## src/hw/rtl/imaplrf_pkg.sv

```systemverilog
// ----------------------------------------------------------------------------
// imaplrf_pkg
// types, widths and character codes for the imap literal response framer
// ----------------------------------------------------------------------------
package imaplrf_pkg;

  localparam int LimitW = 31;
  localparam int CountW = 32;

  typedef logic [7:0] octet_t;

  localparam octet_t CH_LBRACE = 8'h7B;
  localparam octet_t CH_RBRACE = 8'h7D;
  localparam octet_t CH_PLUS   = 8'h2B;
  localparam octet_t CH_CR     = 8'h0D;
  localparam octet_t CH_LF     = 8'h0A;
  localparam octet_t CH_ZERO   = 8'h30;
  localparam octet_t CH_NINE   = 8'h39;

  localparam logic KIND_DATA = 1'b0;
  localparam logic KIND_END  = 1'b1;

  typedef logic [2:0] sfx_t;
  localparam sfx_t SFX_NONE  = 3'd0;
  localparam sfx_t SFX_OPEN  = 3'd1;
  localparam sfx_t SFX_DIGIT = 3'd2;
  localparam sfx_t SFX_PLUS  = 3'd3;
  localparam sfx_t SFX_CLOSE = 3'd4;
  localparam sfx_t SFX_CR    = 3'd5;

  typedef logic [1:0] status_t;
  localparam status_t ST_OK        = 2'd0;
  localparam status_t ST_END_CLEAN = 2'd1;
  localparam status_t ST_END_MID   = 2'd2;
  localparam status_t ST_END_LIT   = 2'd3;

  typedef logic [LimitW-1:0] limit_t;
  typedef logic [CountW-1:0] count_t;

  localparam limit_t LIMIT_RESET = '1;

  typedef struct packed {
    sfx_t   sfx;
    count_t count;
  } scan_t;

endpackage

```

## src/hw/rtl/imaplrf_if.sv

```systemverilog
// ----------------------------------------------------------------------------
// imaplrf channel interfaces
// valid/ready channels for input beats and result beats
// ----------------------------------------------------------------------------
interface imaplrf_in_if;
  logic                 valid;
  logic                 ready;
  logic                 kind;
  imaplrf_pkg::octet_t  byte_req;

  modport source (output valid, output kind, output byte_req, input ready);
  modport sink   (input valid, input kind, input byte_req, output ready);
endinterface

interface imaplrf_out_if;
  logic                  valid;
  logic                  ready;
  imaplrf_pkg::octet_t   out_byte;
  logic                  is_literal_octet;
  logic                  last_of_response;
  imaplrf_pkg::status_t  status;

  modport source (output valid, output out_byte, output is_literal_octet,
                  output last_of_response, output status, input ready);
  modport sink   (input valid, input out_byte, input is_literal_octet,
                  input last_of_response, input status, output ready);
endinterface

```

## src/hw/rtl/imaplrf_scan.sv

```systemverilog
// ----------------------------------------------------------------------------
// imaplrf_scan
// literal introducer scanner: next suffix state and count for one line octet
// ----------------------------------------------------------------------------
module imaplrf_scan (
  input  imaplrf_pkg::octet_t octet,
  input  imaplrf_pkg::scan_t  cur,
  output imaplrf_pkg::scan_t  nxt
);
  import imaplrf_pkg::*;

  localparam int ProdW = CountW + 4;

  logic             is_digit;
  logic [3:0]       digit;
  logic [ProdW-1:0] prod;

  assign is_digit = (octet >= CH_ZERO) && (octet <= CH_NINE);
  assign digit    = 4'(octet - CH_ZERO);
  // count * 10 + digit as two shifts and an add
  assign prod     = (ProdW'(cur.count) << 3) + (ProdW'(cur.count) << 1) + ProdW'(digit);

  always_comb begin
    nxt = cur;
    priority if (octet == CH_LBRACE) begin
      nxt.sfx   = SFX_OPEN;
      nxt.count = '0;
    end else if (is_digit) begin
      if (cur.sfx == SFX_OPEN || cur.sfx == SFX_DIGIT) begin
        nxt.sfx   = SFX_DIGIT;
        nxt.count = (|prod[ProdW-1:CountW]) ? '1 : prod[CountW-1:0];
      end else begin
        nxt.sfx = SFX_NONE;
      end
    end else if (octet == CH_PLUS) begin
      nxt.sfx = (cur.sfx == SFX_DIGIT) ? SFX_PLUS : SFX_NONE;
    end else if (octet == CH_RBRACE) begin
      nxt.sfx = (cur.sfx == SFX_DIGIT || cur.sfx == SFX_PLUS) ? SFX_CLOSE : SFX_NONE;
    end else if (octet == CH_CR) begin
      nxt.sfx = (cur.sfx == SFX_CLOSE) ? SFX_CR : SFX_NONE;
    end else begin
      nxt.sfx = SFX_NONE;
    end
  end

endmodule

```

## src/hw/rtl/imap_literal_response_framer_unit.sv

```systemverilog
// ----------------------------------------------------------------------------
// imap literal response framer
// an accepted beat is held in the input register, then registered in the result register
// one beat per cycle while the result channel does not stall, set by the scanner and state update
// an input register and a result register decouple the two channels
// reset: clears scanner, literal and pending state, sets literal_limit to max
// ----------------------------------------------------------------------------
module imap_literal_response_framer_unit (
  input  logic                         clk,
  input  logic                         rst_n,
  imaplrf_in_if.sink                   in_ch,
  imaplrf_out_if.source                out_ch,
  input  logic                         cfg_we,
  input  logic [imaplrf_pkg::LimitW-1:0] cfg_wdata
);
  import imaplrf_pkg::*;

  // config
  limit_t  limit_r;

  // input register
  logic    s1_vld_r;
  logic    s1_kind_r;
  octet_t  s1_byte_r;

  // framer state
  logic    in_lit_r,  in_lit_nxt;
  sfx_t    sfx_r,     sfx_nxt;
  count_t  cnt_r,     cnt_nxt;
  limit_t  left_r,    left_nxt;
  logic    line_r,    line_nxt;
  logic    resp_r,    resp_nxt;

  // result register
  logic    out_vld_r;
  octet_t  out_byte_r,   res_byte;
  logic    out_lit_r,    res_lit;
  logic    out_last_r,   res_last;
  status_t out_status_r, res_status;

  logic    out_free;
  logic    advance;
  logic    has_lit;
  scan_t   scan_cur;
  scan_t   scan_nxt;

  assign out_free    = !out_vld_r || out_ch.ready;
  assign advance     = s1_vld_r && out_free;
  assign in_ch.ready = !s1_vld_r || out_free;

  assign scan_cur.sfx   = sfx_r;
  assign scan_cur.count = cnt_r;

  imaplrf_scan u_scan (
    .octet (s1_byte_r),
    .cur   (scan_cur),
    .nxt   (scan_nxt)
  );

  assign has_lit = (sfx_r == SFX_CLOSE || sfx_r == SFX_CR) &&
                   (cnt_r <= CountW'(limit_r));

  always_comb begin
    in_lit_nxt = in_lit_r;
    sfx_nxt    = sfx_r;
    cnt_nxt    = cnt_r;
    left_nxt   = left_r;
    line_nxt   = line_r;
    resp_nxt   = resp_r;
    res_byte   = '0;
    res_lit    = 1'b0;
    res_last   = 1'b0;
    res_status = ST_OK;
    if (s1_kind_r == KIND_END) begin
      priority if (in_lit_r) begin
        res_status = ST_END_LIT;
      end else if (line_r) begin
        res_byte = CH_LF;
        if (has_lit) begin
          res_status = (cnt_r == '0) ? ST_END_MID : ST_END_LIT;
        end else begin
          res_last   = 1'b1;
          res_status = ST_END_CLEAN;
        end
      end else begin
        res_status = resp_r ? ST_END_MID : ST_END_CLEAN;
      end
      in_lit_nxt = 1'b0;
      sfx_nxt    = SFX_NONE;
      cnt_nxt    = '0;
      left_nxt   = '0;
      line_nxt   = 1'b0;
      resp_nxt   = 1'b0;
    end else if (in_lit_r) begin
      res_byte = s1_byte_r;
      res_lit  = 1'b1;
      if (left_r != '0) begin
        left_nxt = left_r - 1'b1;
      end
      if (left_r <= LimitW'(1)) begin
        in_lit_nxt = 1'b0;
        sfx_nxt    = SFX_NONE;
        cnt_nxt    = '0;
        line_nxt   = 1'b0;
      end
    end else begin
      res_byte = s1_byte_r;
      resp_nxt = 1'b1;
      if (s1_byte_r == CH_LF) begin
        if (has_lit) begin
          if (cnt_r != '0) begin
            in_lit_nxt = 1'b1;
            left_nxt   = cnt_r[LimitW-1:0];
          end
        end else begin
          res_last = 1'b1;
          resp_nxt = 1'b0;
        end
        sfx_nxt  = SFX_NONE;
        cnt_nxt  = '0;
        line_nxt = 1'b0;
      end else begin
        line_nxt = 1'b1;
        sfx_nxt  = scan_nxt.sfx;
        cnt_nxt  = scan_nxt.count;
      end
    end
  end

  always_ff @(posedge clk) begin
    if (!rst_n) begin
      limit_r <= LIMIT_RESET;
    end else if (cfg_we) begin
      limit_r <= cfg_wdata;
    end
  end

  always_ff @(posedge clk) begin
    if (!rst_n) begin
      s1_vld_r <= 1'b0;
    end else if (in_ch.ready) begin
      s1_vld_r <= in_ch.valid;
    end
  end

  always_ff @(posedge clk) begin
    if (in_ch.valid && in_ch.ready) begin
      s1_kind_r <= in_ch.kind;
      s1_byte_r <= in_ch.byte_req;
    end
  end

  always_ff @(posedge clk) begin
    if (!rst_n) begin
      in_lit_r <= 1'b0;
      sfx_r    <= SFX_NONE;
      cnt_r    <= '0;
      left_r   <= '0;
      line_r   <= 1'b0;
      resp_r   <= 1'b0;
    end else if (advance) begin
      in_lit_r <= in_lit_nxt;
      sfx_r    <= sfx_nxt;
      cnt_r    <= cnt_nxt;
      left_r   <= left_nxt;
      line_r   <= line_nxt;
      resp_r   <= resp_nxt;
    end
  end

  always_ff @(posedge clk) begin
    if (!rst_n) begin
      out_vld_r <= 1'b0;
    end else if (advance) begin
      out_vld_r <= 1'b1;
    end else if (out_ch.ready) begin
      out_vld_r <= 1'b0;
    end
  end

  always_ff @(posedge clk) begin
    if (advance) begin
      out_byte_r   <= res_byte;
      out_lit_r    <= res_lit;
      out_last_r   <= res_last;
      out_status_r <= res_status;
    end
  end

  assign out_ch.valid            = out_vld_r;
  assign out_ch.out_byte         = out_byte_r;
  assign out_ch.is_literal_octet = out_lit_r;
  assign out_ch.last_of_response = out_last_r;
  assign out_ch.status           = out_status_r;

endmodule

```

## src/flat_wrapper.sv

```systemverilog
// flat-port wrapper written by rule: the top's interface ports become plain ports
module imap_literal_response_framer_unit_flat import imaplrf_pkg::*;
  (clk, rst_n, cfg_we, cfg_wdata, in_ch_valid, in_ch_kind, in_ch_byte_req, in_ch_ready, out_ch_valid, out_ch_out_byte, out_ch_is_literal_octet, out_ch_last_of_response, out_ch_status, out_ch_ready);
  imaplrf_in_if in_ch_i ();
  imaplrf_out_if out_ch_i ();
  input  logic clk;
  input  logic rst_n;
  input  logic cfg_we;
  input  logic [imaplrf_pkg::LimitW-1:0] cfg_wdata;
  input wire logic [$bits(in_ch_i.valid)-1:0] in_ch_valid;
  input wire logic [$bits(in_ch_i.kind)-1:0] in_ch_kind;
  input wire logic [$bits(in_ch_i.byte_req)-1:0] in_ch_byte_req;
  output wire logic [$bits(in_ch_i.ready)-1:0] in_ch_ready;
  output wire logic [$bits(out_ch_i.valid)-1:0] out_ch_valid;
  output wire logic [$bits(out_ch_i.out_byte)-1:0] out_ch_out_byte;
  output wire logic [$bits(out_ch_i.is_literal_octet)-1:0] out_ch_is_literal_octet;
  output wire logic [$bits(out_ch_i.last_of_response)-1:0] out_ch_last_of_response;
  output wire logic [$bits(out_ch_i.status)-1:0] out_ch_status;
  input wire logic [$bits(out_ch_i.ready)-1:0] out_ch_ready;
  assign in_ch_i.valid = in_ch_valid;
  assign in_ch_i.kind = in_ch_kind;
  assign in_ch_i.byte_req = in_ch_byte_req;
  assign in_ch_ready = in_ch_i.ready;
  assign out_ch_valid = out_ch_i.valid;
  assign out_ch_out_byte = out_ch_i.out_byte;
  assign out_ch_is_literal_octet = out_ch_i.is_literal_octet;
  assign out_ch_last_of_response = out_ch_i.last_of_response;
  assign out_ch_status = out_ch_i.status;
  assign out_ch_i.ready = out_ch_ready;
  imap_literal_response_framer_unit u_core (.clk(clk), .rst_n(rst_n), .in_ch(in_ch_i), .out_ch(out_ch_i), .cfg_we(cfg_we), .cfg_wdata(cfg_wdata));
endmodule
```

## config.mk

```make
export PLATFORM = sky130hd
export DESIGN_NAME = imap_literal_response_framer_unit_flat
export DESIGN_NICKNAME = d
export VERILOG_FILES = /design/src/hw/rtl/imaplrf_pkg.sv /design/src/hw/rtl/imaplrf_if.sv /design/src/hw/rtl/imaplrf_scan.sv /design/src/hw/rtl/imap_literal_response_framer_unit.sv /design/src/flat_wrapper.sv
export SDC_FILE = /design/constraint.sdc
export NUM_CORES = 1
export LEC_CHECK = 0
export BUFFER_PORTS_ARGS = -buffer_cell sky130_fd_sc_hd__buf_2
export CAP_MARGIN = 10
export CORE_UTILIZATION = 50
export DETAILED_ROUTE_END_ITERATION = 8
export GPL_TIMING_DRIVEN = 0
export PLACE_DENSITY = 0.65
export SLEW_MARGIN = 10
export SYNTH_ARGS = -nofsm -noshare
export SYNTH_HDL_FRONTEND = slang
export SYNTH_HIERARCHICAL = 1
export SYNTH_SLANG_ARGS = --single-unit
```

## constraint.sdc

```tcl
create_clock -name clk -period 3.9 [get_ports clk]
set_input_delay 0.195 -clock clk [delete_from_list [all_inputs] [get_ports clk]]
set_output_delay 0.195 -clock clk [all_outputs]
set_load 0.005 [all_outputs]
```

==> metrics.yaml, run 1 <==
dr.pass1.iters: 8
die_w_um: 139
vdd_drop_max_v: 0.000281
power.density_nw_per_um2: 304
die_h_um: 139
wl_met3_mm: 1.97
post-route-period-util_pct: 99.2
yosysTopAreaCell: "dfxtp_1"
rsz0062_at_grt: "true"
arrival_ns: 4.16
globalplace.congestion: 0.943
ys_seq_area_share_pct: 28.5
routed_wl_mm: 29.3
hp-start: "cfg_wdata[25]"
end_kind: "flip-flop"
placed_cell_area_um2: 9940
dp_hpwl_mm: 20.6
slew_headroom_pct: 43.9
io_buffers: 56
syn-num-nets: 1257
crit_required_ns: 4.19
ys_warn_count: 6
wire_per_inst_um: 19.9
cts-root-buf: "clkbuf_16"
num_rows: 49
p_comb_share_pct: 11.3
crit_path_start_kind: "flip-flop"
drive_gt1_share_pct: 15.6
synth.avg_cell_area_um2: 8.41
max-cap-violations: 0
worstPathMaxFanout: 7
cts_max_level: 4
vias: 9115
rrSetupSlack_ns: 0.03
cts_buffers: 17
via_per_inst: 6.18
die_area_um2: 19300
startpoint: "u_core/cnt_r[29]$_SDFFE_PN0P_"
start_util_pct: 51.6
path_class: "flip-flop to flip-flop"
status: "finished with violations"
rr_endpoint: "u_core/cnt_r[22]$_SDFFE_PN0P_"
ys.flop_type: "dfxtp_1"
maxSlewViolCount: 0
cts.sinks: 123
wl_met2_mm: 14.0
seq_power_share_pct: 40.2
antenna_found_initial: 0
endpoint: "u_core/cnt_r[22]$_SDFFE_PN0P_"
synth_edf_count: 21
final_cell_area_um2: 11100
grt_pass1_wl_mm: 46.2
r2r.worst_path.cells: 15
drt-met1-wl_mm: 12.4
synth_top_area_share_pct: 21.8
ios: 59
synth.area.top_cells: "dfxtp_1 (22%), ha_1 (13%), edfxtp_1 (6.7%)"
synthCells: 1114
fin_worst_skew_ns: 0.0109
synth_area_um2: 9370
clockBufferDepth: 2
dr.max_layer_used: "met4"
worstSkewPairLatency_ns: 0.43
grt_max_degree: 17
finalHoldViolations: 0
fmaxAchievable_mhz: 258
grt.total_usage_pct: 30.6
drt-initial-drc-count: 739
setup_viol: 0
synth.distinct_cells: 97
min_period_ns: 3.87
fin_nets: 1376
hold_slack_ns: 0.00592
switchingPower_uw: 919
core_area_um2: 18100
violations: "DRC"
pwr-share-clk_pct: 48.5
async_reset_ff_share_pct: 0
cts_tree: "built"
clk_pin_slew_ns: 0.06
swShare_pct: 27.3
antenna_cells: 0
worstReg2RegStart: "u_core/cnt_r[29]$_SDFFE_PN0P_"
drc: 4
grt_pass1_vias: 8684
area_growth_pct: 18.2
synth_seq_cells: 123
overflow: 0
hold_path_class: "primary input to flip-flop"
postRouteAntennaNets: 0
tightest_slew_ns: 0.836
intPower_mw: 2.45
power_leakage_nw: 4.87
==> per-stage QoR <==
stage | instances | setup slack [ns] | total power, mW | TNS (ns) | util [%]
2_1_floorplan | 1114 | 0.463 | 1.61 | 0 | -
3_3_place_gp | 1399 | -0.313 | 1.72 | -8.78 | 54.8
3_5_place_dp | 1399 | -0.327 | 1.72 | -8.59 | 54.8
4_1_cts | 1464 | 0.0402 | 3.37 | 0 | 60.0
5_1_grt | 1475 | -0.0327 | 3.48 | -0.328 | 61.0
6_report | 1475 | 0.0315 | 3.37 | 0 | 61.0
==> placed cells by master, fill, tap and decap left out, types with 15 or more instances in the layout <==
| cell | instances |
|---|---|
| a21oi_1 | 84 |
| buf_2 | 62 |
| buf_4 | 17 |
| clkbuf_1 | 43 |
| clkbuf_16 | 17 |
| dfxtp_1 | 91 |
| dlygate4sd3_1 | 31 |
| edfxtp_1 | 21 |
| ha_1 | 95 |
| inv_1 | 55 |
| mux2i_1 | 15 |
| nand2_1 | 159 |
| nand2b_1 | 16 |
| nand3_1 | 47 |
| nor2_1 | 47 |
| nor4_1 | 22 |
| o211ai_1 | 44 |
| o21ai_0 | 36 |
| o221a_1 | 29 |
| xnor2_1 | 22 |
| xor2_1 | 15 |
==> worst min-delay path by stage <==
stage	to	slack, ns	cells past startpoint
after floorplan	u_core/s1_byte_r[0]$_DFFE_PP_	0.29	0
after global placement	u_core/s1_byte_r[0]$_DFFE_PP_	0.37	1
after detailed placement	u_core/s1_byte_r[7]$_DFFE_PP_	0.37	1
after CTS	u_core/limit_r[23]$_SDFFE_PN1P_	0.006	3
after global routing	u_core/limit_r[25]$_SDFFE_PN1P_	0.009	3
final	u_core/limit_r[25]$_SDFFE_PN1P_	0.006	3
==> worst max-delay path: stages (launching register included) <==
cell and delay (ns):
dfxtp_1 0.73, ha_1 0.35, ha_1 0.30, buf_6 0.14, a21o_1 0.21, a211o_1 0.32
a31oi_4 0.22, o211ai_2 0.12, xor2_1 0.17, a2111oi_4 0.34, o211ai_4 0.13, buf_12 0.16
buf_4 0.16, o221a_1 0.23, nand3_1 0.07, a21oi_1 0.08
==> what timing repair did <==
action	CTS	global route
hold endpoints to repair	31	0
pin swaps	2	28
cloned	0	2
setup endpoints to repair	32	32
gates resized for setup	7	26
setup buffers	2	9
hold buffers	31	0
==> layout make-up <==
type / count / area [um2]
Fill cell: 1652 / 7070
Tap cell: 229 / 287
Multi-Input combinational cell: 868 / 6210
Clock buffer: 17 / 425
Sequential cell: 123 / 2690
Buffer: 67 / 365
Clock inverter: 15 / 180
Timing Repair Buffer: 100 / 701
Inverter: 56 / 210
==> Yosys cell counts, types with 6 or more instances <==
master,count
edfxtp_1,21
a21oi_1,89
clkbuf_1,43
a41oi_1,7
nand2_1,159
and2_1,6
buf_2,6
o221a_1,29
dfxtp_1,102
a21o_1,13
inv_1,56
nor3_1,14
o31ai_1,7
nor2b_1,14
xor2_1,16
o21a_1,11
nand4_1,14
o21ai_1,10
nand3_1,48
nand2b_1,16
o21ai_0,36
nor4_1,22
ha_1,96
o211ai_1,44
mux2i_1,15
xnor2_1,22
nor2_1,47
buf_6,7
==> power by group through the flow <==
stage / clock network (mW) / registers, mW / logic (mW)
finish: 1.63 / 1.35 / 0.380
global route: 1.70 / 1.36 / 0.417
CTS: 1.65 / 1.35 / 0.368
detailed placement: 0 / 1.38 / 0.341
global placement: 0 / 1.38 / 0.339
floorplan: 0 / 1.38 / 0.236
==> flip-flops by register name, indices dropped and copies added (netlist names) <==
register and count:
u_core/line_r 1, u_core/s1_vld_r 1, u_core/in_lit_r 1, u_core/out_ch.last_of_response 1, u_core/cnt_r 32, u_core/out_ch.valid 1
u_core/out_ch.is_literal_octet 1, u_core/sfx_r 3, u_core/s1_byte_r 8, u_core/resp_r 1, u_core/out_ch.status 2, u_core/left_r 31
u_core/limit_r 31, u_core/out_ch.out_byte 8, u_core/s1_kind_r 1
==> logic make-up after synthesis <==
| kind of cell | count (synthesis) | synth area share (%) |
|---|---|---|
| AO/OA/AOI/OAI | 336 | 26.7 |
| XOR/XNOR | 38 | 3.55 |
| adder cells (fa/ha/maj) | 98 | 13.2 |
| buffers and inverters | 123 | 6.10 |
| flip-flops | 123 | 28.5 |
| multiplexers | 16 | 1.72 |
| AND/OR/NAND/NOR | 380 | 20.2 |
==> per-layer routing <==
| layer | up-vias | global-route usage [%] |
|---|---|---|
| li1 | 4395 | - |
| met1 | 4306 | 38.1 |
| met5 | - | 0 |
| met4 | 0 | 12.8 |
| met2 | 338 | 52.2 |
| met3 | 76 | 5.32 |
(Power assumes the default switching activity.)
==> inputs of run 2 (changes only) <==
--- a/config.mk
+++ b/config.mk
@@ -7,10 +7,13 @@
 export LEC_CHECK = 0
 export BUFFER_PORTS_ARGS = -buffer_cell sky130_fd_sc_hd__buf_2
 export CAP_MARGIN = 10
-export CORE_UTILIZATION = 50
+export CELL_PAD_IN_SITES_DETAIL_PLACEMENT = 1
+export CELL_PAD_IN_SITES_GLOBAL_PLACEMENT = 1
+export CORE_UTILIZATION = 47
+export CTS_CLUSTER_SIZE = 30
 export DETAILED_ROUTE_END_ITERATION = 8
 export GPL_TIMING_DRIVEN = 0
-export PLACE_DENSITY = 0.65
+export PLACE_DENSITY = 0.78
 export SLEW_MARGIN = 10
 export SYNTH_ARGS = -nofsm -noshare
 export SYNTH_HDL_FRONTEND = slang
==> run 2 against run 1 <==
  * The run now ends clean
  * Sequential share of layout area grew 0.33 points
  * Utilization down 4.6 points
  * Worst setup slack got worse by 0.028 ns
  * Clock power decreased by 6%
  * Final area is 0.59% lower
  * Critical endpoint is now u_core/cnt_r[19]$_SDFFE_PN0P_
==> metrics.yaml, run 2 (synthesis results as in run 1) <==
hold_slack_ns: 0.0124  # +0.00647 ns
core_area_um2: 19500  # +7.6%
clk_pin_slew_ns: 0.06  # about the same
finalSetupTns_ns: 0  # unchanged
post-route-period-util_pct: 99.9  # +0.72 points
clockBufferDepth: 2  # unchanged
registers.top_by_ff_count: "u_core/cnt_r"
power.density_nw_per_um2: 298  # -1.8%
hold_path_class: "primary input to flip-flop"
vdd_drop_max_v: 0.000229  # -18%
grt_pass1_vias: 9494  # +9.3%
via_per_inst: 6.31  # +2.1%
postRouteAntennaNets: 0  # unchanged
cts_tree: "built"
grt_pass1_wl_mm: 51.7  # +12%
drive_gt1_share_pct: 16.1  # +0.53 points
overflow: 0  # unchanged
cts.sinks: 123  # unchanged
dr.pass1.iters: 5  # -3
fmaxAchievable_mhz: 257  # -0.72%
cts_max_level: 4  # unchanged
routed_wl_mm: 33.8  # +15%
drt-initial-drc-count: 656  # -11%
rsz0062_at_grt: "true"
reg_top3: "u_core/cnt_r x32, u_core/left_r x31, u_core/limit_r x31"
wire_per_inst_um: 22.5  # +13%
vias: 9471  # +3.9%
slew_headroom_pct: 45.4  # +1.5 points
path_class: "flip-flop to flip-flop"
worstSkewPairLatency_ns: 0.43  # about the same
finalPower_mw: 3.29  # -2.4%
min_period_ns: 3.90  # +0.0282 ns
grt.total_usage_pct: 33.3  # +2.7 points
grt_max_degree: 17  # unchanged
fin_worst_skew_ns: 0.0104  # -0.000423 ns
ios: 59  # unchanged
start_util_pct: 48.0  # -3.6 points
die_area_um2: 20500  # +6.3%
crit_path_start_kind: "flip-flop"
tightest_slew_ns: 0.817  # -0.0191 ns
cts_buffers: 17  # unchanged
finalHoldViolations: 0  # unchanged
antenna_found_initial: 0  # unchanged
end_kind: "flip-flop"
num_rows: 51  # +4.1%
final_cell_mix: "nand2_1 (159), ha_1 (95), a21oi_1 (88)"
maxSlewViolCount: 0  # unchanged
io_buffers: 56  # unchanged
cts-root-buf: "clkbuf_16"
largest_register_ffs: 32  # unchanged
status: "finished, final reports clean"
max-cap-violations: 0  # unchanged
crit_required_ns: 4.23  # +0.04 ns
dp_hpwl_mm: 23.5  # +14%
power_leakage_nw: 4.82  # -1.1%
die_w_um: 143  # +3.1%
fin_nets: 1366  # -0.73%
drc: 0  # -4
die_h_um: 143  # +3.1%
area_growth_pct: 17.5
globalplace.congestion: 0.926  # -1.8%
arrival_ns: 4.23  # +0.07 ns
layout_commonest_cell: "nand2_1"
worstPathMaxFanout: 7  # unchanged
antenna_cells: 0  # unchanged
setup_viol: 0  # unchanged
-- run 2: cell count changes in the layout (fill, tap and decap cells not counted), sizes merged --
cell	change
clkbuf	+2
buf	-3
bufinv	-2
dlygate4sd3	-8
clkinv	+1
-- run 2: final timing paths --
| path | to | startpoint | cells after the start | slack [ns] |
|---|---|---|---|---|
| worst max register to register | u_core/cnt_r[19]$_SDFFE_PN0P_ | u_core/cnt_r[5]$_SDFFE_PN0P_ | 15 | 0.003 |
| worst min register to register | u_core/left_r[5]$_SDFFE_PN0P_ | u_core/left_r[5]$_SDFFE_PN0P_ | 2 | 0.48 |
| worst max-delay path | u_core/cnt_r[19]$_SDFFE_PN0P_ | u_core/cnt_r[5]$_SDFFE_PN0P_ | 15 | 0.003 |
| worst min-delay path | u_core/limit_r[7]$_SDFFE_PN1P_ | cfg_wdata[7] | 3 | 0.01 |
-- run 2: cell type report --
cell class                      count  area [um2]
Buffer                             67         362
Clock inverter                     14         123
Timing Repair Buffer               90         606
Fill cell                        2401        8520
Inverter                           56         210
Sequential cell                   123        2710
Clock buffer                       18         450
Multi-Input combinational cell    868        6210
Tap cell                          265         332
-- run 2: routing by layer --
layer	routed length, um	track usage (%)	part of all wire, %
met3	2220	6.87	6.6
met5	0	0	0
met2	16500	56.7	49
met4	860	12.8	2.5
met1	14200	41.0	42
-- run 2: where the power goes --
group / internal [mW] / switching (mW) / leakage (nW)
logic: 0.142 / 0.247 / 3.50
clock network: 0.872 / 0.669 / 0.276
registers: 1.33 / 0.0221 / 1.05
-- run 2: what timing repair did --
action                                  CTS  global route
endpoints found under the setup margin   32            32
gates resized for setup                   9            34
pin swaps                                 2             6
setup buffers                             4             5
cloned                                    0             2
hold endpoints to repair                 23             0
hold buffers                             23             0
-- run 2: stage by stage --
step	worst slack, ns	cell area [um2]	cells	util (%)
3_5_place_dp	-0.386	9980	1435	51.1
5_1_grt	-0.102	11000	1501	56.4
6_report	0.00335	11000	1501	56.4
2_1_floorplan	0.463	9370	1114	-
3_3_place_gp	-0.361	9980	1435	51.1
4_1_cts	0.0102	10800	1494	55.5
-- run 2: critical path: stages, from the launching register on --
cell and delay [ns]:
dfxtp_1 0.64, ha_1 0.34, ha_1 0.37, a21oi_1 0.25
o21ai_2 0.12, a211oi_2 0.35, o21ai_2 0.12, a31oi_4 0.23
o21ai_4 0.09, o211a_1 0.26, o211ai_4 0.22, buf_12 0.15
buf_4 0.15, o221a_1 0.22, nand3_1 0.09, a21oi_1 0.19
